`src/rtl/core/spq_pkg.sv`:
```
// Shared types and constants of the sorted priority queue.
// No dependencies; spq_cell and the top level use this package.
package spq_pkg;

	localparam int CAPACITY = 16;

	localparam logic [1:0] OP_PUSH = 2'd0;
	localparam logic [1:0] OP_POP  = 2'd1;
	localparam logic [1:0] OP_PEEK = 2'd2;

	localparam logic [1:0] ST_OK    = 2'd0;
	localparam logic [1:0] ST_EMPTY = 2'd1;
	localparam logic [1:0] ST_FULL  = 2'd2;

	typedef struct packed {
		logic signed [31:0] elem;
		logic signed [31:0] prio;
	} entry_t;

	// What one cell shows its two neighbors.
	typedef struct packed {
		logic   valid;
		logic   ahead;    // this cell and all cells before it stay ahead of the new entry
		entry_t ent;
	} link_t;

	// Broadcast control from the top level to every cell.
	typedef struct packed {
		logic   push;
		logic   pop;
		logic   order_mode;
		entry_t new_ent;
	} ctrl_t;

endpackage

```
`src/rtl/core/spq_if.sv`:
```
// Handshake interfaces for the request and response channels.
// Depends on nothing but plain logic types.
interface spq_req_if;
	logic               valid;
	logic               ready;
	logic [1:0]         op;
	logic signed [31:0] elem_value;
	logic signed [31:0] priority_req;

	modport source (output valid, op, elem_value, priority_req, input ready);
	modport sink   (input valid, op, elem_value, priority_req, output ready);
endinterface

interface spq_rsp_if;
	logic               valid;
	logic               ready;
	logic signed [31:0] out_elem;
	logic signed [31:0] out_priority;
	logic [1:0]         status;
	logic               is_empty;

	modport source (output valid, out_elem, out_priority, status, is_empty, input ready);
	modport sink   (input valid, out_elem, out_priority, status, is_empty, output ready);
endinterface

```
`src/rtl/core/spq_cell.sv`:
```
// One slot of the sorted chain: holds an entry, compares it with a new push,
// and takes the new entry or data from its left or right neighbor. Depends on spq_pkg.
module spq_cell (
	input  logic           clk,
	input  logic           arst_n,
	input  spq_pkg::ctrl_t ctrl,
	input  spq_pkg::link_t left,
	input  spq_pkg::link_t right,
	output spq_pkg::link_t self
);

	logic            valid_q;
	spq_pkg::entry_t ent_q;
	logic            stays;
	logic            keep_here;

	// An existing entry stays ahead when it ranks better or ties (first in, first out).
	assign stays = ctrl.order_mode ? (ent_q.prio >= ctrl.new_ent.prio)
	                               : (ent_q.prio <= ctrl.new_ent.prio);
	assign keep_here = valid_q & stays;

	assign self.valid = valid_q;
	assign self.ahead = left.ahead & keep_here;
	assign self.ent   = ent_q;

	always_ff @(posedge clk or negedge arst_n) begin
		if (!arst_n) begin
			valid_q <= 1'b0;
		end else if (ctrl.push) begin
			if (!left.ahead) begin
				valid_q <= left.valid;
			end else if (!keep_here) begin
				valid_q <= 1'b1;
			end
		end else if (ctrl.pop) begin
			valid_q <= right.valid;
		end
	end

	always_ff @(posedge clk) begin
		if (ctrl.push) begin
			if (!left.ahead) begin
				ent_q <= left.ent;
			end else if (!keep_here) begin
				ent_q <= ctrl.new_ent;
			end
		end else if (ctrl.pop) begin
			ent_q <= right.ent;
		end
	end

endmodule

```
`src/rtl/core/sorted_priority_queue.sv`:
```
// Top level of the sorted priority queue: a chain of spq_cell slots,
// the order register and the response register. Depends on spq_pkg and spq_if.
//
//   channel | direction | carries
//   req     | in        | op, elem_value, priority_req
//   rsp     | out       | out_elem, out_priority, status, is_empty
//   cfg     | in        | order_mode (write enable and data)
//
// One transaction is accepted per cycle unless stalled; its response is registered.
// Every cell compares against the new priority at once; the cycle is set by the
// 32-bit compare plus the ripple of the "ahead" flag along the CAPACITY cells.
// Reset empties the queue and sets order_mode to zero.
// A waiting response stalls the request side only while rsp.ready is low.
module sorted_priority_queue (
	input logic           clk,
	input logic           arst_n,
	input logic           cfg_we,
	input logic           cfg_wdata,
	spq_req_if.sink       req,
	spq_rsp_if.source     rsp
);

	localparam int N = spq_pkg::CAPACITY;

	logic                 order_q;
	spq_pkg::link_t       link [N+2];
	spq_pkg::ctrl_t       ctrl;
	logic [N-1:0]         vld;
	logic                 accept;
	logic                 full;
	logic                 empty;

	logic                 rsp_valid_q;
	logic signed [31:0]   rsp_elem_q;
	logic signed [31:0]   rsp_prio_q;
	logic [1:0]           rsp_status_q;
	logic                 rsp_empty_q;

	always_ff @(posedge clk or negedge arst_n) begin
		if (!arst_n) begin
			order_q <= 1'b0;
		end else if (cfg_we) begin
			order_q <= cfg_wdata;
		end
	end

	assign req.ready = !rsp_valid_q || rsp.ready;
	assign accept    = req.valid && req.ready;

	// link[0] is a fixed head boundary, link[N+1] a fixed empty tail.
	assign link[0]   = '{valid: 1'b1, ahead: 1'b1, ent: '0};
	assign link[N+1] = '{valid: 1'b0, ahead: 1'b0, ent: '0};

	assign full  = link[N].valid;
	assign empty = !link[1].valid;

	assign ctrl.push       = accept && (req.op == spq_pkg::OP_PUSH) && !full;
	assign ctrl.pop        = accept && (req.op == spq_pkg::OP_POP) && !empty;
	assign ctrl.order_mode = order_q;
	assign ctrl.new_ent    = '{elem: req.elem_value, prio: req.priority_req};

	for (genvar i = 1; i <= N; i++) begin : g_cell
		spq_cell u_cell (
			.clk    (clk),
			.arst_n (arst_n),
			.ctrl   (ctrl),
			.left   (link[i-1]),
			.right  (link[i+1]),
			.self   (link[i])
		);
		assign vld[i-1] = link[i].valid;
	end

	always_ff @(posedge clk or negedge arst_n) begin
		if (!arst_n) begin
			rsp_valid_q <= 1'b0;
		end else if (accept) begin
			rsp_valid_q <= 1'b1;
		end else if (rsp.ready) begin
			rsp_valid_q <= 1'b0;
		end
	end

	always_ff @(posedge clk) begin
		if (accept) begin
			case (req.op)
				spq_pkg::OP_PUSH: begin
					rsp_elem_q   <= '0;
					rsp_prio_q   <= '0;
					rsp_status_q <= full ? spq_pkg::ST_FULL : spq_pkg::ST_OK;
					rsp_empty_q  <= 1'b0;
				end
				spq_pkg::OP_POP, spq_pkg::OP_PEEK: begin
					if (empty) begin
						rsp_elem_q   <= '0;
						rsp_prio_q   <= '0;
						rsp_status_q <= spq_pkg::ST_EMPTY;
						rsp_empty_q  <= 1'b1;
					end else begin
						rsp_elem_q   <= link[1].ent.elem;
						rsp_prio_q   <= link[1].ent.prio;
						rsp_status_q <= spq_pkg::ST_OK;
						// A pop empties the queue when only the head was valid.
						rsp_empty_q  <= (req.op == spq_pkg::OP_POP) ? !link[2].valid : 1'b0;
					end
				end
				default: begin
					rsp_elem_q   <= '0;
					rsp_prio_q   <= '0;
					rsp_status_q <= spq_pkg::ST_OK;
					rsp_empty_q  <= empty;
				end
			endcase
		end
	end

	assign rsp.valid        = rsp_valid_q;
	assign rsp.out_elem     = rsp_elem_q;
	assign rsp.out_priority = rsp_prio_q;
	assign rsp.status       = rsp_status_q;
	assign rsp.is_empty     = rsp_empty_q;

`ifndef SYNTHESIS
	a_prefix_valid: assert property (@(posedge clk) disable iff (!arst_n)
		$onehot({1'b0, vld} + {{N{1'b0}}, 1'b1}))
		else $error("valid cells do not form a contiguous prefix");

	a_push_grows: assert property (@(posedge clk) disable iff (!arst_n)
		ctrl.push |=> $countones(vld) == $past($countones(vld)) + 1)
		else $error("successful push did not add exactly one entry");

	a_pop_shrinks: assert property (@(posedge clk) disable iff (!arst_n)
		ctrl.pop |=> $countones(vld) + 1 == $past($countones(vld)))
		else $error("successful pop did not remove exactly one entry");

	a_empty_zero: assert property (@(posedge clk) disable iff (!arst_n)
		(rsp_valid_q && rsp_status_q == spq_pkg::ST_EMPTY) |->
		(rsp_elem_q == '0 && rsp_prio_q == '0 && rsp_empty_q))
		else $error("empty response carries data or a wrong empty flag");
`endif

endmodule
```
`src/flat_wrapper.sv`:
```
// flat-port wrapper written by rule: the top's interface ports become plain ports
module sorted_priority_queue_flat 
  (clk, arst_n, cfg_we, cfg_wdata, req_valid, req_op, req_elem_value, req_priority_req, req_ready, rsp_valid, rsp_out_elem, rsp_out_priority, rsp_status, rsp_is_empty, rsp_ready);
  spq_req_if req_i ();
  spq_rsp_if rsp_i ();
  input logic clk;
  input logic arst_n;
  input logic cfg_we;
  input logic cfg_wdata;
  input wire logic [$bits(req_i.valid)-1:0] req_valid;
  input wire logic [$bits(req_i.op)-1:0] req_op;
  input wire logic [$bits(req_i.elem_value)-1:0] req_elem_value;
  input wire logic [$bits(req_i.priority_req)-1:0] req_priority_req;
  output wire logic [$bits(req_i.ready)-1:0] req_ready;
  output wire logic [$bits(rsp_i.valid)-1:0] rsp_valid;
  output wire logic [$bits(rsp_i.out_elem)-1:0] rsp_out_elem;
  output wire logic [$bits(rsp_i.out_priority)-1:0] rsp_out_priority;
  output wire logic [$bits(rsp_i.status)-1:0] rsp_status;
  output wire logic [$bits(rsp_i.is_empty)-1:0] rsp_is_empty;
  input wire logic [$bits(rsp_i.ready)-1:0] rsp_ready;
  assign req_i.valid = req_valid;
  assign req_i.op = req_op;
  assign req_i.elem_value = req_elem_value;
  assign req_i.priority_req = req_priority_req;
  assign req_ready = req_i.ready;
  assign rsp_valid = rsp_i.valid;
  assign rsp_out_elem = rsp_i.out_elem;
  assign rsp_out_priority = rsp_i.out_priority;
  assign rsp_status = rsp_i.status;
  assign rsp_is_empty = rsp_i.is_empty;
  assign rsp_i.ready = rsp_ready;
  sorted_priority_queue u_core (.clk(clk), .arst_n(arst_n), .cfg_we(cfg_we), .cfg_wdata(cfg_wdata), .req(req_i), .rsp(rsp_i));
endmodule
```
`config.mk`:
```
export PLATFORM = sky130hd
export DESIGN_NAME = sorted_priority_queue_flat
export DESIGN_NICKNAME = d
export VERILOG_FILES = /design/src/rtl/core/spq_pkg.sv /design/src/rtl/core/spq_if.sv /design/src/rtl/core/spq_cell.sv /design/src/rtl/core/sorted_priority_queue.sv /design/src/flat_wrapper.sv
export SDC_FILE = /design/constraint.sdc
export NUM_CORES = 2
export LEC_CHECK = 0
export ABC_CLOCK_PERIOD_IN_PS = 10000
export BUFFER_PORTS_ARGS = -buffer_cell sky130_fd_sc_hd__buf_2
export CAP_MARGIN = 40
export CORE_MARGIN = 2
export CORE_UTILIZATION = 46
export CTS_BUF_LIST = sky130_fd_sc_hd__clkbuf_2 sky130_fd_sc_hd__clkbuf_4 sky130_fd_sc_hd__clkbuf_8
export CTS_CLUSTER_DIAMETER = 60
export DETAILED_ROUTE_END_ITERATION = 8
export SKIP_CTS_REPAIR_TIMING = 1
export SLEW_MARGIN = 30
export SYNTH_ARGS = -nofsm -noshare
export SYNTH_HDL_FRONTEND = slang
export SYNTH_SLANG_ARGS = --single-unit
```
`constraint.sdc`:
```
create_clock -name clk -period 10 [get_ports clk]
set_clock_uncertainty 0.15 [all_clocks]
set_input_delay 1.5 -clock clk [delete_from_list [all_inputs] [get_ports clk]]
set_output_delay 1.5 -clock clk [all_outputs]
set_load 0.01 [all_outputs]
```
==> impl_metrics.env <==
export IMPL_nFillCells=12950
export IMPL_place_hpwl_um=150500
export IMPL_netlist_instances=6472
export IMPL_synth_mux_area_fraction_pct=8.299
export IMPL_grt_pass1_vias=51730
export IMPL_antenna_found_initial=10
export IMPL_syn_cell_area_um2=65880
export IMPL_ant_nets=0
export IMPL_max_vdd_ir_drop_v=0.0001478
export IMPL_fp_dieW_um=382.4
export IMPL_crit_chain="buf_2 -> inv_1 -> buf_4 -> ha_1 -> nand4_1 -> nor2_1 -> o21ai_0 -> a211oi_1 -> nor3_1 -> o31ai_1 -> a211o_1 -> or3_4 -> or2_4 -> a21o_4 -> buf_12"
export IMPL_grt_setup_unrepaired="no"
export IMPL_crit_type="input port to register"
export IMPL_core_region_area_um2=141900
export IMPL_io_buffer_count=140
export IMPL_drt_first_iter_violations=7317
export IMPL_grt_max_degree=265
export IMPL_synth_edff_count=1091
export IMPL_fin_tns_setup_ns=0
export IMPL_status="completed"
export IMPL_p_per_area_nw_per_um2=181.5
export IMPL_initial_utilization_pct=46.42
export IMPL_fmax_mhz=145.0
export IMPL_clock_latency_ns=0.98
export IMPL_cp_start_kind="input port"
export IMPL_routed_wl_um=236800
export IMPL_vias=54390
export IMPL_hold_viol_final=0
export IMPL_routed_via_density=6.421
export IMPL_dp_cells=8094
export IMPL_clk_pin_slew_worst_paths_ns=0.06
export IMPL_drt_pre_antenna_iters=6
export IMPL_cts_buffer_depth=3
export IMPL_grt_pass1_wl_um=347400
export IMPL_grt_use_total_pct=31.69
export IMPL_path_max_fanout=39
export IMPL_synth_main_ff_cell="edfxtp_1"
export IMPL_fp_dieH_um=382.4
export IMPL_ys_warn_count=0
export IMPL_synth_cell_types=67
export IMPL_drv_slew=0
export IMPL_avgRoutedWirePerCell_um=27.96
export IMPL_synth_top_family_by_area="compound AO/OA/AOI/OAI gates"
export IMPL_relSlewSlack_pct=33.82
export IMPL_finalCritPeriodShare_pct=68.99
export IMPL_cp_slowest_stage_delay_ns=0.61
export IMPL_place_congestion=0.9610
export IMPL_max_cap_violations=0
export IMPL_area_growth_pct=10.25
export IMPL_async_reset_ff_share_pct=1.623
export IMPL_worst_hold_path_type="input port to asynchronous set/reset pin"
export IMPL_synthXorXnorAreaFrac_pct=0.2393
export IMPL_worstMarginPinSlew_ns=0.9928
export IMPL_setup_viol=0
export IMPL_root_buffer="clkbuf_8"
export IMPL_clock_sinks=1109
export IMPL_rows=138
export IMPL_synth_simple_gate_area_share_pct=13.59
export IMPL_final_cells=8470
export IMPL_worst_ep_required_time_ns=10.44
export IMPL_cts_tree="built"
export IMPL_numCtsBuffers=199
export IMPL_die_area_um2=146300
export IMPL_critPathSlowestCell="or2_4"
export IMPL_synth_seq_cells=1109
export IMPL_htree_levels=4
export IMPL_synth_compound_area_share_pct=14.85
export IMPL_boundaryPins=141
export IMPL_synth_fa_ha_area_share_pct=9.173
export IMPL_grt_overflow=0
export IMPL_fin_nets=6970
export IMPL_arrival_ns=7.34
export IMPL_cellLeakagePower_nw=28.69
export IMPL_synth_area_per_cell_um2=10.18
export IMPL_finalCriticalPeriod_ns=6.899
export IMPL_drc_errors=0
export IMPL_yosysSeqAreaShare_pct=50.41
export IMPL_syn_num_nets=7027
export IMPL_layout_drive_gt1_share_pct=9.416
export IMPL_end_kind="register"
-- kinds of logic (layout without fill, tap and decap cells) --
| family | Yosys count | count (layout) |
|---|---|---|
| adder cells (fa/ha/maj) | 483 | 483 |
| AND/OR/NAND/NOR | 2098 | 2098 |
| AO/OA/AOI/OAI | 1637 | 1637 |
| buffers and inverters | 581 | 683 |
| XOR/XNOR | 18 | 18 |
| multiplexers | 546 | 546 |
| flip-flops | 1109 | 1109 |
| other | 0 | 6 |
-- placed cells by master (no fill, tap or decap), types with 10 or more instances in the layout --
cell type,instances
a211oi_1,35
a21o_1,44
a21oi_1,246
a221oi_1,11
a31oi_1,271
and3_1,76
and4_1,11
buf_12,29
buf_16,10
buf_2,142
buf_4,59
clkbuf_4,63
clkbuf_8,203
clkinv_1,47
clkinv_2,26
clkinvlp_4,10
dfrtp_1,17
edfxtp_1,1091
ha_1,482
inv_1,71
mux2i_1,543
nand2_1,1263
nand2b_1,16
nand3_1,118
nand4_1,154
nor2_1,356
nor2b_1,14
nor3_1,20
nor4_1,13
o211ai_1,209
o21a_1,18
o21ai_0,562
o21ai_1,88
o31ai_1,71
xnor2_1,13
-- stage by stage --
step                total power [mW]  worst slack [ns]  hold slack, ns  util [%]  instance area [um2]
finish                         13.18             3.101          0.3905     51.18                72630
global route                   13.67             3.054          0.3809     51.17                72620
CTS                            13.16             3.004          0.3269     51.02                72420
detailed placement             8.824             1.990          0.3779     48.29                68540
global placement               8.746             1.852          0.3552     48.03                68170
floorplan                      7.736            0.2784          0.3489         -                65880
-- state kept, by name (all words and copies together), names as in the netlist --
register,count
u_core.order_q,1
u_core.rsp.is_empty,1
u_core.rsp.out_priority,32
u_core.rsp.valid,1
u_core.g_cell.u_cell.valid_q,16
u_core.rsp.status,2
u_core.g_cell.u_cell.self,1024
u_core.rsp.out_elem,32
-- synth_stat cells, types with 6 or more instances --
cell type | count | area [um2]
nand3_1 | 120 | 600.6
edfxtp_1 | 1091 | 32760
nor2b_1 | 14 | 87.58
or4_1 | 6 | 45.04
nor3_1 | 20 | 100.1
a21oi_1 | 246 | 1231
clkbuf_1 | 419 | 1573
o21ai_1 | 88 | 440.4
nand2_1 | 1270 | 4767
nand2b_1 | 16 | 100.1
inv_1 | 72 | 270.3
a211o_1 | 8 | 70.07
a221oi_1 | 11 | 96.34
dfrtp_1 | 18 | 450.4
a31oi_1 | 271 | 1695
o31ai_1 | 71 | 533.0
and3_1 | 79 | 494.2
a2111oi_0 | 6 | 52.55
and4_1 | 11 | 96.34
o211ai_1 | 209 | 1569
o21ai_0 | 570 | 2853
nor2_1 | 358 | 1344
buf_1 | 34 | 127.6
nand4_1 | 154 | 963.4
nor4_1 | 20 | 125.1
buf_2 | 51 | 255.2
ha_1 | 483 | 6043
a21boi_0 | 9 | 67.56
xnor2_1 | 13 | 113.9
and2_1 | 6 | 37.54
a211oi_1 | 36 | 270.3
a21o_1 | 45 | 337.8
mux2i_1 | 544 | 5445
o221ai_1 | 8 | 70.07
o21a_1 | 19 | 142.6
-- worst max-delay path: cells and delay by family --
kind,cells,cell delay [ns]
buffers and inverters,4,1.51
AO/OA/AOI/OAI,5,2.09
AND/OR/NAND/NOR,5,1.89
adder cells (fa/ha/maj),1,0.29
-- cell type report --
cell class                      instances  area, um2  area share, %
Antenna cell                            6      15.01        0.02067
Clock buffer                          266       3267          4.498
Clock inverter                         94      611.8         0.8424
Inverter                               72      272.8         0.3755
Multi-Input combinational cell       4782      30760          42.35
Sequential cell                      1109      33220          45.73
Tap cell                             1890       2365          3.256
Timing Repair Buffer                  251       2130          2.932
-- power by group --
group	internal, mW	switching [mW]	total, mW
Clock	2.25	2.10	4.36
Sequential	5.72	0.340	6.06
Combinational	0.876	1.90	2.77
Total	8.85	4.34	13.2
-- per-layer routing --
layer,routed length (um),up-vias,global-route usage (%)
met5,66,-,0
met1,99500,26840,44.21
met4,11260,10,14.70
li1,-,24150,-
met3,22970,462,6.458
met2,103100,2926,47.29
-- path summary, 6_finish.rpt --
kind                                             startpoint                           endpoint  slack [ns]  cells past startpoint
min reg2reg                                u_core.rsp.valid                   u_core.rsp.valid        0.39                      2
min in group clk                           u_core.rsp.valid                   u_core.rsp.valid        0.39                      2
max reg2reg                u_core.g_cell[7].u_cell.self[31]  u_core.g_cell[16].u_cell.self[21]        4.01                     13
min                                                  arst_n                   u_core.rsp.valid        0.39                      1
max in group asynchronous                            arst_n    u_core.g_cell[1].u_cell.valid_q        8.84                      1
max                                    req_priority_req[16]   u_core.g_cell[12].u_cell.self[2]        3.10                     15
(Power assumes the default switching activity.)
